File: src/rtl/ggs_pkg.sv
// Shared constants, codes and job types of the grid gradient stencil.
package ggs_pkg;

    // Defaults of the top-level parameters
    localparam int DEF_MAX_WIDTH   = 1024;
    localparam int DEF_MAX_HEIGHT  = 1024;
    localparam int DEF_SAMPLE_BITS = 16;
    localparam int DEF_COL_BITS    = $clog2(DEF_MAX_WIDTH);
    localparam int DEF_ROW_BITS    = $clog2(DEF_MAX_HEIGHT);

    // Configuration port
    localparam int CFG_BITS       = 11;
    localparam int CFG_INDEX_BITS = 1;
    localparam logic [CFG_BITS-1:0] GRID_SIZE_RESET = 11'd1024;
    localparam int MIN_GRID_SIZE  = 2;

    // Result format
    localparam int GRAD_BITS  = 18;
    localparam int GRAD_LIMIT = 131070;

    // Depth of the job queue between front and back
    localparam int QUEUE_DEPTH = 4;

    typedef enum logic [CFG_INDEX_BITS-1:0] {
        REG_GRID_WIDTH  = 1'b0,
        REG_GRID_HEIGHT = 1'b1
    } t_cfg_reg;

    typedef enum logic {
        JOB_SAMPLE = 1'b0,
        JOB_FLUSH  = 1'b1
    } t_job_kind;

    // Classification of one job, made by the front, used by the back
    typedef struct packed {
        t_job_kind kind;
        logic      emit;       // job produces a gradient word
        logic      at_start;   // first column
        logic      at_end;     // last column
        logic      first_row;  // point lies on the top row
        logic      done;       // last point of the field
    } t_job_ctl;

endpackage

File: src/rtl/ggs_queue.sv
// Small job queue that decouples the front end from the back end.
module ggs_queue #(
    parameter int WIDTH = 1,
    parameter int DEPTH = ggs_pkg::QUEUE_DEPTH
) (
    input  logic             i_clk,
    input  logic             i_rst_n,
    input  logic             i_push_valid,
    output logic             o_push_ready,
    input  logic [WIDTH-1:0] i_push_data,
    output logic             o_pop_valid,
    input  logic             i_pop_ready,
    output logic [WIDTH-1:0] o_pop_data
);

    localparam int PW   = (DEPTH > 1) ? $clog2(DEPTH) : 1;
    localparam int CNTW = $clog2(DEPTH + 1);

    logic [WIDTH-1:0] r_slot [DEPTH];
    logic [PW-1:0]    r_wr_ptr;
    logic [PW-1:0]    r_rd_ptr;
    logic [CNTW-1:0]  r_count;
    logic             push;
    logic             pop;

    function automatic logic [PW-1:0] next_ptr(input logic [PW-1:0] p);
        return (p == PW'(DEPTH - 1)) ? '0 : p + PW'(1);
    endfunction

    assign o_push_ready = (r_count != CNTW'(DEPTH));
    assign o_pop_valid  = (r_count != '0);
    assign o_pop_data   = r_slot[r_rd_ptr];
    assign push         = i_push_valid && o_push_ready;
    assign pop          = o_pop_valid && i_pop_ready;

    // Store pushed words
    always_ff @(posedge i_clk) begin
        if (push) begin
            r_slot[r_wr_ptr] <= i_push_data;
        end
    end

    // Advance pointers and fill count
    always_ff @(posedge i_clk) begin
        if (!i_rst_n) begin
            r_wr_ptr <= '0;
            r_rd_ptr <= '0;
            r_count  <= '0;
        end else begin
            if (push) begin
                r_wr_ptr <= next_ptr(r_wr_ptr);
            end
            if (pop) begin
                r_rd_ptr <= next_ptr(r_rd_ptr);
            end
            if (push && !pop) begin
                r_count <= r_count + CNTW'(1);
            end else if (pop && !push) begin
                r_count <= r_count - CNTW'(1);
            end
        end
    end

    a_count_bound: assert property (@(posedge i_clk) disable iff (!i_rst_n)
        r_count <= CNTW'(DEPTH))
        else $error("queue fill count beyond depth");

    a_count_push: assert property (@(posedge i_clk) disable iff (!i_rst_n)
        (push && !pop) |=> (r_count == $past(r_count) + CNTW'(1)))
        else $error("queue fill count did not follow a push");

endmodule

File: config.mk
export PLATFORM = sky130hd
export DESIGN_NAME = ggs_queue
export DESIGN_NICKNAME = d
export VERILOG_FILES = /design/src/rtl/ggs_pkg.sv /design/src/rtl/ggs_queue.sv
export SDC_FILE = /design/constraint.sdc
export NUM_CORES = 1
export LEC_CHECK = 0
export ABC_AREA = 1
export BUFFER_PORTS_ARGS = -buffer_cell sky130_fd_sc_hd__buf_2
export CELL_PAD_IN_SITES_DETAIL_PLACEMENT = 1
export CELL_PAD_IN_SITES_GLOBAL_PLACEMENT = 2
export CORE_UTILIZATION = 32
export DETAILED_ROUTE_END_ITERATION = 8
export PLACE_DENSITY = 0.74
export SYNTH_ARGS = -nofsm -noshare
export SYNTH_HDL_FRONTEND = slang
export SYNTH_SLANG_ARGS = --single-unit
File: constraint.sdc
create_clock -name i_clk -period 2 [get_ports i_clk]
set_input_delay 0.2 -clock i_clk [delete_from_list [all_inputs] [get_ports i_clk]]
set_output_delay 0.2 -clock i_clk [all_outputs]
set_load 0.03 [all_outputs]
==> impl_results.md <==
* Status: completed
* Clk buf depth at 2
* Design Area, Final at 758.2 um2
* Total of max-cap violations at 0
* CP top delay family: adder cells
* Unrepaired setup endpoints after global routing: false
* CTS tree: built
* Rel. slew slack at 86.66%
* Sw Pwr at 0.0004574 W
* Overall routing resource usage at 11.61%
* Avg Cell Area, Syn at 8.187 um2
* Internal cell power at 0.0005962 W
* Iteration count of the initial detailed-routing pass at 4
* Slew @ Worst Pin at 0.1998 ns
* Fmax at 0.5688 GHz
* WP data required at 2.17 ns
* Starting Density at 33.80%
* Final GP Congestion at 0.6784
* Routed vias/inst at 4.202
* Critical path's most frequent cell: inv_1
* Largest net degree at the start of global routing at 8
* YS warnings at 0
* DP HPWL at 866.5 um
* Final setup vio count at 0
* P&R area growth vs syn at 14.34%
* Die Area at 2258 um2
* Switching portion of total power at 43.41%
* Buffers and inverters on the worst path at 2
* Commonest non-fill, non-tap cells in the layout: 19 x nor2_1, 16 x inv_1, 11 x nand2_1
* Remaining antenna violation count after routing at 0
* Crit-path max cell delay at 0.40 ns
* Count of different cell masters after synthesis at 15
* Register area share after synthesis at 45.28%
* Max FO, Critical Path at 7
* Vias in the first global route at 434
* DRC at 0
* Cell Chain, Critical Path: nor2_4 > nand2_2 > nand2_4 > inv_1 > ha_1 > inv_1 > fa_1 > o21ai_0 > nor2_1
* TNS Setup at 0 ns
* Worst setup SP type: flip-flop
* Buffers on Ports at 7
* Reg clk slew, reported paths at 0.08 ns
* Post-Syn Nets at 93
* # IOs at 8
* Final wirelength at 1.112 mm
* Crit path capture type: flip-flop
* Power share of the combinational group at 45.5%
* CTS H-Tree Depth at 1
* #FFs+latches synth at 13
* Clock root buffer: clkbuf_4
* Clock Sinks at 13
* Grt total ovfl at 0
* Final worst slack at 0.2420 ns
* Fraction of layout cells with a size suffix above 1 at 16.30%
* Synth Cell Area at 663.1 um2
* Crit path DAT at 1.93 ns
* Avg WL per Cell at 9.345 um
* Post-DP Area at 732.0 um2
* Final Skew at 0.002355 ns
* Worst-Skew Late Latency at 0.27 ns
* Final period util at 87.90%
* Chip width at 47.52 um
* Initial antenna violation count at 0
* # rows at 16
* Slowest cell on crit path: fa_1
* Placeable Area at 1962 um2
* Power Density at 1390 nW/um2
* First-pass GRT wire length at 1.752 mm
* Height of the die at 47.52 um
* P_leak at 0.3622 nW
* Commonest non-fill, non-tap cell in the layout: nor2_1
* Seq pwr share at 39.2%
* WS Path Type: flip-flop to flip-flop
* Final #Nets at 105
* Post-CTS Hold Fix Bufs at 0
* Post-place setup slack at 0.2381 ns
* Cts repair resizes at 0
* Vias at 500
* Cells after Synth at 81
* Final hold violation count at 0
* Final worst path period need at 1.758 ns
* DRT iter0 DRCs at 6
* Clock power frac at 15.3%
* Worst vdd ir at 561.0 uV
* Num CTS Buffers at 3
* Max-slew violation count at 0
* Postcts setup bufs at 0
* Worst min path class: input port to flip-flop
* Antenna cells at 0
worst paths after layout:
path / startpoint / to / slack (ns) / cells past startpoint
min: i_push_data / r_slot[0]$_DFFE_PP_ / 0.15 / 1
min reg2reg: r_rd_ptr[1]$_SDFFE_PN0P_ / r_rd_ptr[1]$_SDFFE_PN0P_ / 0.54 / 4
max reg2reg: r_count[1]$_SDFFE_PN0P_ / r_count[1]$_SDFFE_PN0P_ / 0.24 / 9
max: r_count[1]$_SDFFE_PN0P_ / r_count[1]$_SDFFE_PN0P_ / 0.24 / 9
Yosys cell counts:
master	instances	area share [%]
nand2_1	11	6.2
edfxtp_1	4	18
a21oi_1	2	1.5
fa_1	1	3.0
nor2_4	1	1.7
nand2_4	1	1.7
ha_1	6	11
nand3b_1	1	1.1
nand2_2	3	2.8
nand4_1	1	0.94
dfxtp_1	9	27
nand3_1	1	0.75
nor2_1	19	11
inv_1	16	9.1
o21ai_0	5	3.8
power groups by stage:
stage	Sequential [W]	Clock [W]	Combinational, W
global route	0.000423	0.000180	0.000565
global placement	0.000422	0	0.000479
CTS	0.000415	0.000171	0.000491
detailed placement	0.000420	0	0.000488
floorplan	0.000407	0	0.000387
finish	0.000413	0.000161	0.000479
routing by layer:
layer,GRT usage [%],up-vias,part of all wire [%]
met5,0,-,0
met3,6.792,2,4.5
met4,1.714,0,0.90
met2,18.63,7,47
li1,-,268,-
met1,13.72,223,47
stage by stage:
stage / hold WS, ns / std cells / util (%) / total power, W
2_1_floorplan: 0.2989 / 81 / - / 0.0007937
3_3_place_gp: 0.4156 / 115 / 37.31 / 0.0009015
3_5_place_dp: 0.4219 / 115 / 37.31 / 0.0009082
4_1_cts: 0.1275 / 119 / 38.65 / 0.001077
5_1_grt: 0.1423 / 119 / 38.65 / 0.001168
6_report: 0.1489 / 119 / 38.65 / 0.001054
cell type report:
cell class              count  area, um2
fillers                   261       1204
multi-input cells          52      302.8
flip-flops and latches     13      300.3
inverters                  16      60.06
repair buffers              7      35.03
well taps                  27      33.78
clock buffers               4      26.28
cell families after synthesis:
group / Yosys count / share of synthesized area (%)
DFF: 13 / 45.28
and+or+nand+nor: 38 / 26.04
buffers and inverters: 16 / 9.057
adders and majority gates: 7 / 14.34
AOI/OAI and AO/OA: 7 / 5.282
No activity file was read; power rests on OpenSTA's default activity.
