===== config.mk =====
export PLATFORM = sky130hd
export DESIGN_NAME = ggs_front
export DESIGN_NICKNAME = d
export VERILOG_FILES = /design/src/rtl/ggs_pkg.sv /design/src/rtl/ggs_front.sv
export SDC_FILE = /design/constraint.sdc
export NUM_CORES = 1
export LEC_CHECK = 0
export ABC_AREA = 1
export BUFFER_PORTS_ARGS = -buffer_cell sky130_fd_sc_hd__buf_4
export CAP_MARGIN = 30
export CORE_UTILIZATION = 30
export DETAILED_ROUTE_END_ITERATION = 6
export HOLD_SLACK_MARGIN = 0.1
export PLACE_DENSITY_LB_ADDON = 0.15
export SKIP_LAST_GASP = 1
export SLEW_MARGIN = 20
export SYNTH_ARGS = -nofsm -noshare
export SYNTH_HDL_FRONTEND = slang
export SYNTH_SLANG_ARGS = --single-unit

===== constraint.sdc =====
create_clock -name i_clk -period 4.19 [get_ports i_clk]
set_clock_uncertainty 0.15 [all_clocks]
set_input_delay 0.2095 -clock i_clk [delete_from_list [all_inputs] [get_ports i_clk]]
set_output_delay 0.2095 -clock i_clk [all_outputs]
set_load 0.02 [all_outputs]

===== src/rtl/ggs_pkg.sv =====
// Shared constants, codes and job types of the grid gradient stencil.
package ggs_pkg;

    // Defaults of the top-level parameters
    localparam int DEF_MAX_WIDTH   = 1024;
    localparam int DEF_MAX_HEIGHT  = 1024;
    localparam int DEF_SAMPLE_BITS = 16;
    localparam int DEF_COL_BITS    = $clog2(DEF_MAX_WIDTH);
    localparam int DEF_ROW_BITS    = $clog2(DEF_MAX_HEIGHT);

    // Configuration port
    localparam int CFG_BITS       = 11;
    localparam int CFG_INDEX_BITS = 1;
    localparam logic [CFG_BITS-1:0] GRID_SIZE_RESET = 11'd1024;
    localparam int MIN_GRID_SIZE  = 2;

    // Result format
    localparam int GRAD_BITS  = 18;
    localparam int GRAD_LIMIT = 131070;

    // Depth of the job queue between front and back
    localparam int QUEUE_DEPTH = 4;

    typedef enum logic [CFG_INDEX_BITS-1:0] {
        REG_GRID_WIDTH  = 1'b0,
        REG_GRID_HEIGHT = 1'b1
    } t_cfg_reg;

    typedef enum logic {
        JOB_SAMPLE = 1'b0,
        JOB_FLUSH  = 1'b1
    } t_job_kind;

    // Classification of one job, made by the front, used by the back
    typedef struct packed {
        t_job_kind kind;
        logic      emit;       // job produces a gradient word
        logic      at_start;   // first column
        logic      at_end;     // last column
        logic      first_row;  // point lies on the top row
        logic      done;       // last point of the field
    } t_job_ctl;

endpackage


===== src/rtl/ggs_front.sv =====
// Front end: size registers, raster and flush counters, job classification.
module ggs_front #(
    parameter int MAX_WIDTH   = ggs_pkg::DEF_MAX_WIDTH,
    parameter int MAX_HEIGHT  = ggs_pkg::DEF_MAX_HEIGHT,
    parameter int SAMPLE_BITS = ggs_pkg::DEF_SAMPLE_BITS,
    parameter int COL_BITS    = $clog2(MAX_WIDTH),
    parameter int ROW_BITS    = $clog2(MAX_HEIGHT)
) (
    input  logic                                   i_clk,
    input  logic                                   i_rst_n,
    input  logic                                   i_cfg_we,
    input  logic [ggs_pkg::CFG_INDEX_BITS-1:0]     i_cfg_index,
    input  logic [ggs_pkg::CFG_BITS-1:0]           i_cfg_data,
    input  logic                                   i_valid,
    output logic                                   o_ready,
    input  logic                                   i_cmd,
    input  logic signed [SAMPLE_BITS-1:0]          i_sample,
    output logic                                   o_push_valid,
    input  logic                                   i_push_ready,
    output ggs_pkg::t_job_ctl                      o_ctl,
    output logic [COL_BITS-1:0]                    o_col,
    output logic [ROW_BITS-1:0]                    o_row,
    output logic signed [SAMPLE_BITS-1:0]          o_sample
);

    typedef enum logic {
        CMD_SAMPLE = 1'b0,
        CMD_FLUSH  = 1'b1
    } t_cmd;

    localparam int CW = ($clog2(MAX_WIDTH + 1) > ggs_pkg::CFG_BITS) ?
                        $clog2(MAX_WIDTH + 1) : ggs_pkg::CFG_BITS;
    localparam int CH = ($clog2(MAX_HEIGHT + 1) > ggs_pkg::CFG_BITS) ?
                        $clog2(MAX_HEIGHT + 1) : ggs_pkg::CFG_BITS;

    logic [ggs_pkg::CFG_BITS-1:0] r_grid_width;
    logic [ggs_pkg::CFG_BITS-1:0] r_grid_height;
    logic [COL_BITS-1:0]          r_col, n_col;
    logic [ROW_BITS-1:0]          r_row, n_row;
    logic                         r_flush, n_flush;
    logic [COL_BITS-1:0]          r_flush_col, n_flush_col;

    logic [CW-1:0]       width_ext;
    logic [CH-1:0]       height_ext;
    logic [COL_BITS-1:0] last_col;
    logic [ROW_BITS-1:0] last_row;
    logic                in_fire;

    // Clamp the size registers into the supported range
    always_comb begin
        width_ext  = CW'(r_grid_width);
        height_ext = CH'(r_grid_height);
        if (width_ext < CW'(ggs_pkg::MIN_GRID_SIZE)) begin
            last_col = COL_BITS'(ggs_pkg::MIN_GRID_SIZE - 1);
        end else if (width_ext > CW'(MAX_WIDTH)) begin
            last_col = COL_BITS'(MAX_WIDTH - 1);
        end else begin
            last_col = COL_BITS'(width_ext - CW'(1));
        end
        if (height_ext < CH'(ggs_pkg::MIN_GRID_SIZE)) begin
            last_row = ROW_BITS'(ggs_pkg::MIN_GRID_SIZE - 1);
        end else if (height_ext > CH'(MAX_HEIGHT)) begin
            last_row = ROW_BITS'(MAX_HEIGHT - 1);
        end else begin
            last_row = ROW_BITS'(height_ext - CH'(1));
        end
    end

    assign o_ready = i_push_ready;
    assign in_fire = i_valid && o_ready;

    // Classify the accepted word and advance the raster position
    always_comb begin
        n_col        = r_col;
        n_row        = r_row;
        n_flush      = r_flush;
        n_flush_col  = r_flush_col;
        o_push_valid = 1'b0;
        o_ctl        = '0;
        o_col        = r_col;
        o_row        = r_row - ROW_BITS'(1);
        o_sample     = i_sample;
        if (in_fire) begin
            if (t_cmd'(i_cmd) == CMD_FLUSH) begin
                // flush tick: emit one point of the last row
                if (r_flush) begin
                    o_push_valid   = 1'b1;
                    o_ctl.kind     = ggs_pkg::JOB_FLUSH;
                    o_ctl.emit     = 1'b1;
                    o_ctl.at_start = (r_flush_col == '0);
                    o_ctl.at_end   = (r_flush_col == last_col);
                    o_ctl.done     = (r_flush_col == last_col);
                    o_col          = r_flush_col;
                    o_row          = last_row;
                    if (r_flush_col == last_col) begin
                        n_flush     = 1'b0;
                        n_flush_col = '0;
                    end else begin
                        n_flush_col = r_flush_col + COL_BITS'(1);
                    end
                end
            end else if (!r_flush) begin
                // field sample: update line buffers, emit the row above
                o_push_valid    = 1'b1;
                o_ctl.kind      = ggs_pkg::JOB_SAMPLE;
                o_ctl.emit      = (r_row != '0);
                o_ctl.at_start  = (r_col == '0);
                o_ctl.at_end    = (r_col == last_col);
                o_ctl.first_row = (r_row == ROW_BITS'(1));
                if (r_col == last_col) begin
                    n_col = '0;
                    if (r_row == last_row) begin
                        n_row       = '0;
                        n_flush     = 1'b1;
                        n_flush_col = '0;
                    end else begin
                        n_row = r_row + ROW_BITS'(1);
                    end
                end else begin
                    n_col = r_col + COL_BITS'(1);
                end
            end
        end
    end

    // Hold configuration and counters; a register write restarts the frame
    always_ff @(posedge i_clk) begin
        if (!i_rst_n) begin
            r_grid_width  <= ggs_pkg::GRID_SIZE_RESET;
            r_grid_height <= ggs_pkg::GRID_SIZE_RESET;
            r_col         <= '0;
            r_row         <= '0;
            r_flush       <= 1'b0;
            r_flush_col   <= '0;
        end else if (i_cfg_we) begin
            case (ggs_pkg::t_cfg_reg'(i_cfg_index))
                ggs_pkg::REG_GRID_WIDTH:  r_grid_width  <= i_cfg_data;
                ggs_pkg::REG_GRID_HEIGHT: r_grid_height <= i_cfg_data;
                default: ;
            endcase
            r_col       <= '0;
            r_row       <= '0;
            r_flush     <= 1'b0;
            r_flush_col <= '0;
        end else begin
            r_col       <= n_col;
            r_row       <= n_row;
            r_flush     <= n_flush;
            r_flush_col <= n_flush_col;
        end
    end

    a_flush_job_in_flush: assert property (@(posedge i_clk) disable iff (!i_rst_n)
        (o_push_valid && o_ctl.kind == ggs_pkg::JOB_FLUSH) |-> r_flush)
        else $error("flush job issued outside the flush phase");

    a_cfg_restart: assert property (@(posedge i_clk) disable iff (!i_rst_n)
        i_cfg_we |=> (r_col == '0 && r_row == '0 && !r_flush && r_flush_col == '0))
        else $error("register write did not restart the frame");

endmodule


==> run metrics, run 1 <==
status complete, but fails checks; failing checks DRC; R2R Path Start r_grid_width[0]$_SDFFE_PN0P_; DRT Pass-1 Iters 7; Die Span X 124 um; row count 44; H-tree depth 2; Final Hold Vio Count 0; Final WS setup 1.06 ns; Clock Latency Late Sink 0.31 ns; Warnings, synthesis 0; # DRC 2; net count after synthesis 787; Mapped Avg Cell Area ~6.0 um^2; hpwl dp about 11000 um; Longest Clk Path Bufs 2; Die Ht 124 um; top cells by area, synth dfxtp_1 (24%), nand2_1 (16%), nor2_1 (9.6%); worst path bufs/invs 3; Worst Path Max Fanout 5; fin nets 820; VDD IR max approximately 0.15 mV; sequential-to-total area share from yosys stat about a quarter; R2R Path End r_row[1]$_SDFFE_PP0P_; first-pass GRT wire length 22800 um; PD cells between 200 and 300 mW/mm^2; P&R area growth vs syn 14.1%; most frequent cells in the layout nand2_1 (185), nor2_1 (114), inv_1 (76), nand3_1 (68), o21ai_0 (55); CP top delay family simple AND/OR/NAND/NOR gates; Yosys cell types 32; ratio of cells with drive above 1 in the final layout 11.6%; Fmax 320 MHz; clk root buf clkbuf_16; Tmin final approximately 3.1 ns; grt ovf 0; HP Start i_cfg_index; io pins 78; WHS Path Cells 3; final max-slew violation count 0; Post-Syn Instances approximately 740; Detailed Route Iter0 Violations 274; vias in the first global route 4531; CP max stage cell dfxtp_1; Resize count post-CTS 0; Via density between 4 and 5; post-DR wirelength/cell 14.5 um; CP peak stage delay 0.40 ns; Lkg Pwr about 2.3 nW; die area approximately 0.015 mm^2; R2R Setup Slk around 1.3 ns; setup TNS 0 ns; Hold EP r_grid_width[10]$_SDFFE_PN1P_; RSZ-0062 raised after global routing false; Synth Cell Area 0.00446 mm^2; relative slew slack 48.6%; DP Area 0.00480 mm^2; startpoint types flip-flop; R2R depth 13; Hold Path Class input pin to flip-flop; post-synth top area cell dfxtp_1; Least-Margin Pin Slew 0.766 ns; Sink Count 53; final setup vio count 0; Place WS 1.33 ns; DR vias 4757; WP data required 3.83 ns; Detail Route Antenna Nets 0; Num CTS Buffers 5; Final Cycle Share 74.6%; max capacitance violation total 0; synthesized flop and latch total 53; core area 0.0145 mm^2; GRT Total Usage 19.3%; Design Area, Final 0.00509 mm^2; # port buffers 45; drt total wl around 14000 um; Tot Pwr around 1.3 mW; CTS clk-pin slew, worst paths 0.07 ns; largest net degree at the start of global routing 26; commonest non-fill, non-tap cell in the layout nand2_1; CTS tree built; crit end category primary output; Initial Util 30.7%; # diodes 0; Synth top area share 23.8%; initial antenna violation count 0; critical path class flip-flop to primary output; cell-by-cell trace of the critical path inv_1 -> ha_1 -> nand3_1 -> xor2_1 -> nand2_1 -> nand3_1 -> nand2_2 -> nor2_2 -> nand3_2 -> nor2_4 -> inv_1 -> o22ai_1 -> buf_4; routability cong. approximately 0.85; WP data arrival 2.77 ns
## worst max-delay path by stage
stage                                             from                    end  slack, ns  depth (start not counted)
after detailed placement  r_grid_width[0]$_SDFFE_PN0P_  r_row[1]$_SDFFE_PP0P_       1.33                         13
after CTS                 r_grid_width[5]$_SDFFE_PN0P_               o_ctl[2]       1.04                         14
after global routing      r_grid_width[5]$_SDFFE_PN0P_               o_ctl[2]       0.79                         14
after floorplan                                  i_cmd               o_row[3]       1.83                          6
final                     r_grid_width[0]$_SDFFE_PN0P_               o_ctl[2]       1.06                         13
after global placement    r_grid_width[0]$_SDFFE_PN0P_  r_row[1]$_SDFFE_PP0P_       1.36                         13
## worst min-delay path: cells and delay by family
kind	cells	cell delay [ns]
compound gates	1	0.16
buf+inv	1	0.09
simple gates	1	0.09
## final cells by class
| type | instances | area, um^2 |
|---|---|---|
| Timing Repair Buffer | 60 | 483 |
| Inverter | 78 | 293 |
| Multi-Input combinational cell | 576 | 2870 |
| Clock buffer | 5 | 125 |
| Clock inverter | 3 | 26.3 |
| Tap cell | 184 | 230 |
| Sequential cell | 53 | 1060 |
| Fill cell | 1642 | 9450 |
## repair_timing
| item | in CTS | in global routing |
|---|---|---|
| setup buffers | 0 | 0 |
| hold buffers | 13 | 0 |
| hold endpoints to repair | 19 | 0 |
## logic make-up (layout without fill, tap and decap cells)
family                     Yosys count  after routing  share of synthesized area (%)
adders and majority gates           12             12                           3.37
AOI/OAI and AO/OA                   98             98                           11.2
DFF                                 53             53                           23.8
buffers and inverters              112            146                           11.9
xor gates and xnor gates            26             26                           5.11
and+or+nand+nor                    440            440                           44.7
## metal layers
metal  vias to the layer above  GRT usage, %  routed length [um]
met5                         -             0                   0
met4                         0          7.66                 419
met3                        32          3.16                 628
met2                       122          32.5                6520
met1                      2174          24.4                6310
li1                       2429             -                   -
## synth_stat cells
| cell | count |
|---|---|
| buf_6 | 3 |
| nand3_2 | 4 |
| nor3_1 | 12 |
| nor3b_1 | 2 |
| o21ai_0 | 55 |
| dfxtp_1 | 53 |
| buf_12 | 1 |
| o211ai_1 | 1 |
| nor3_2 | 1 |
| a21oi_1 | 38 |
| clkinv_1 | 2 |
| ha_1 | 12 |
| nand2_4 | 6 |
| xnor2_1 | 2 |
| nand2_1 | 185 |
| buf_2 | 2 |
| nor2_2 | 6 |
| nand4_1 | 13 |
| nor2_1 | 114 |
| nand2_2 | 13 |
| nor2_4 | 4 |
| nand3b_1 | 4 |
| xor2_1 | 24 |
| and2_1 | 1 |
| o22ai_1 | 2 |
| buf_4 | 18 |
| a31oi_1 | 2 |
| inv_1 | 76 |
| clkbuf_1 | 10 |
| nor4_1 | 6 |
| nand3_4 | 1 |
| nand3_1 | 68 |
## state kept, by name (all words and copies together), names as in the netlist
register and cells:
r_flush_col 10, r_col 10, r_row 10, r_flush 1, r_grid_width 11, height_ext 11
## report_power, final
| part | internal, mW | switching (mW) |
|---|---|---|
| registers | 0.519 | 0.0174 |
| logic | 0.108 | 0.205 |
| clock network | 0.227 | 0.218 |
| total | 0.853 | 0.441 |
## stage by stage
stage,instances,hold slack [ns],utilization [%]
after global routing,959,0.124,35.0
after global placement,938,0.269,33.1
after CTS,959,0.116,35.0
after floorplan,741,0.173,-
final,959,0.119,35.0
after detailed placement,938,0.269,33.1
(Power assumes the default switching activity.)
==> run 2, diff against run 1 <==
==> constraint.sdc (replaced) <==
create_clock -name i_clk -period 2.52 [get_ports i_clk]
set_clock_uncertainty 0.15 [all_clocks]
set_input_delay 0.126 -clock i_clk [delete_from_list [all_inputs] [get_ports i_clk]]
set_output_delay 0.126 -clock i_clk [all_outputs]
set_load 0.02 [all_outputs]
==> run metrics, run 2 (synthesized netlist as in run 1, its figures left out) <==
status complete, but fails checks; failing checks setup timing; Final Cycle Share 103%; Tmin final 2.59 ns; row count 44 (unchanged); Clock Latency Late Sink 0.30 ns (about the same); Detail Route Antenna Nets 0 (unchanged); routability cong. 0.926 (+8.3%); post-DR wirelength/cell 14.2 um (-1.8%); CP peak stage delay 0.37 ns (-0.03 ns); crit path capture o_ctl[2]; Die Span X 124 um (unchanged); met1 global-route usage 23.9% (-0.54 points); final setup vio count 2 (+2); register area 0.00108 mm^2 (+1.8%); CTS clk-pin slew, worst paths 0.07 ns (about the same); WHS 0.102 ns (-0.0168 ns); met3 GRT Util 2.06% (-1.1 points); Final Hold Vio Count 0 (unchanged); vias in the first global route 4785 (+5.6%); grt ovf 0 (unchanged); Num CTS Buffers 5 (unchanged); crit end category primary output; first-pass GRT wire length 22800 um (about the same); Fmax about 390 MHz; PD cells 395 mW/mm^2 (+55%); initial antenna violation count 0 (unchanged); setup TNS -0.0977 ns (-0.0977 ns); Crit. Startpoint r_grid_width[1]$_SDFFE_PN0P_; Design Area, Final 0.00573 mm^2 (+13%); area taken by multi-input logic gates 0.00307 mm^2 (+7.0%); R2R Path Start r_grid_width[2]$_SDFFE_PN0P_; Lkg Pwr 2.58 nW (+15%); R2R Path End r_flush_col[4]$_SDFFE_PP0P_; Final WS setup -0.0705 ns (-1.13 ns); WP data required 2.24 ns (-1.59 ns); die area 0.0154 mm^2 (unchanged); Tot Pwr 2.26 mW (+75%); WP data arrival 2.31 ns (-0.46 ns); fin nets 867 (+5.7%); max capacitance violation total 0 (unchanged); fillers 1581 (-3.7%); VDD IR max 0.327 mV (+120%); Longest Clk Path Bufs 2 (unchanged); cell-by-cell trace of the critical path inv_2 -> ha_4 -> inv_1 -> nor2_4 -> buf_4 -> nor2_2 -> nand2_2 -> nand2_2 -> nand2_1 -> nand2_1 -> nand3_1 -> nor3b_2 -> nand2_2 -> o22ai_2 -> buf_6; clk root buf clkbuf_16; core area 0.0145 mm^2 (unchanged); final max-slew violation count 0 (unchanged); H-tree depth 2 (unchanged); critical path class flip-flop to primary output; # DRC 0 (-2); Least-Margin Pin Slew 0.527 ns (-0.239 ns); Die Ht 124 um (unchanged); startpoint types flip-flop; RSZ-0062 raised after global routing true; DP Area 0.00499 mm^2 (+3.8%); most crowded layer after global routing met2; largest net degree at the start of global routing 24 (-7.7%); GRT Total Usage 18.9% (-0.35 points); Hold Path Class input pin to primary output; Via density 4.90 (-1.2%); Sink Count 53 (unchanged); # diodes 0 (unchanged); relative slew slack 64.8% (+16 points); CP max stage cell dfxtp_4; most frequent cells in the layout nand2_1 (171), nor2_1 (103), buf_4 (79), inv_1 (67), nand3_1 (60); DR vias 4930 (+3.6%); drt total wl 14300 um (+3.0%); R2R Setup Slk 0.02 ns (-1.27 ns); hpwl dp 10700 um (-0.98%); met2 Use GR 32.8% (+0.31 points); # port buffers 45 (unchanged); io pins 78 (unchanged); P&R area growth vs syn 28.5%; Initial Util 30.7% (unchanged); commonest non-fill, non-tap cell in the layout nand2_1; ratio of cells with drive above 1 in the final layout 23.2% (+12 points); DRT Pass-1 Iters 5 (-2); CTS tree built; Worst Path Max Fanout 4 (-1); Detailed Route Iter0 Violations 256 (-6.6%); R2R depth 18 (+5); cell mode on critical path nand2_2
## run 2: cell types whose count changed in the layout (fill, tap and decap cells not counted), sizes merged
cell,change
buf,+41
dlygate4sd3,+5
clkinvlp,+3
clkinv,-1
inv,-1
## run 2: where the power goes
part,total [mW],internal [mW],switching [mW]
clock network,0.724,0.375,0.349
logic,0.650,0.259,0.391
registers,0.890,0.863,0.0274
## run 2: worst min-delay path by stage
stage               depth (start not counted)      startpoint                     endpoint  slack [ns]
floorplan                                   2  i_cfg_data[10]  height_ext[10]$_SDFFE_PN1P_        0.09
global placement                            0    i_sample[14]                 o_sample[14]        0.10
detailed placement                          0    i_sample[14]                 o_sample[14]        0.10
CTS                                         0    i_sample[14]                 o_sample[14]        0.10
global route                                0     i_sample[0]                  o_sample[0]        0.10
finish                                      0     i_sample[0]                  o_sample[0]        0.10
## run 2: layout make-up
class / instances / area share [%]
clock buffers: 5 / 2.18
repair inverters: 1 / 0.131
repair buffers: 106 / 15.6
inverters: 78 / 5.26
well taps: 184 / 4.02
multi-input cells: 576 / 53.6
clock inverters: 3 / 0.437
flip-flops and latches: 53 / 18.8
## run 2: layer usage
layer / share of wire [%] / wire length [um]
met5: 0 / 0
met1: 44 / 6350
met4: 3.0 / 426
met3: 3.4 / 486
met2: 49 / 7020
## run 2: critical path, delay by kind of cell (launching register included)
family	cells	cell delay (ns)
AOI/OAI and AO/OA	1	0.15
DFF	1	0.37
buffers and inverters	4	0.41
and+or+nand+nor	9	0.91
adders and majority gates	1	0.15
## run 2: metrics by stage
stage               std cells  setup WS [ns]  utilization, %
global placement          959        0.00566            34.3
CTS                       995        -0.0553            37.7
detailed placement        959        -0.0113            34.3
finish                   1006        -0.0705            39.4
floorplan                 741          0.189               -
global route             1006         -0.198            39.4
## run 2: timing repair
item,CTS,global route
gates cloned,0,1
buffers inserted,10,10
pin swaps,11,15
hold buffers,18,0
endpoints found under the hold margin,24,0
gates resized for setup,30,57
endpoints found under the setup margin,12,40
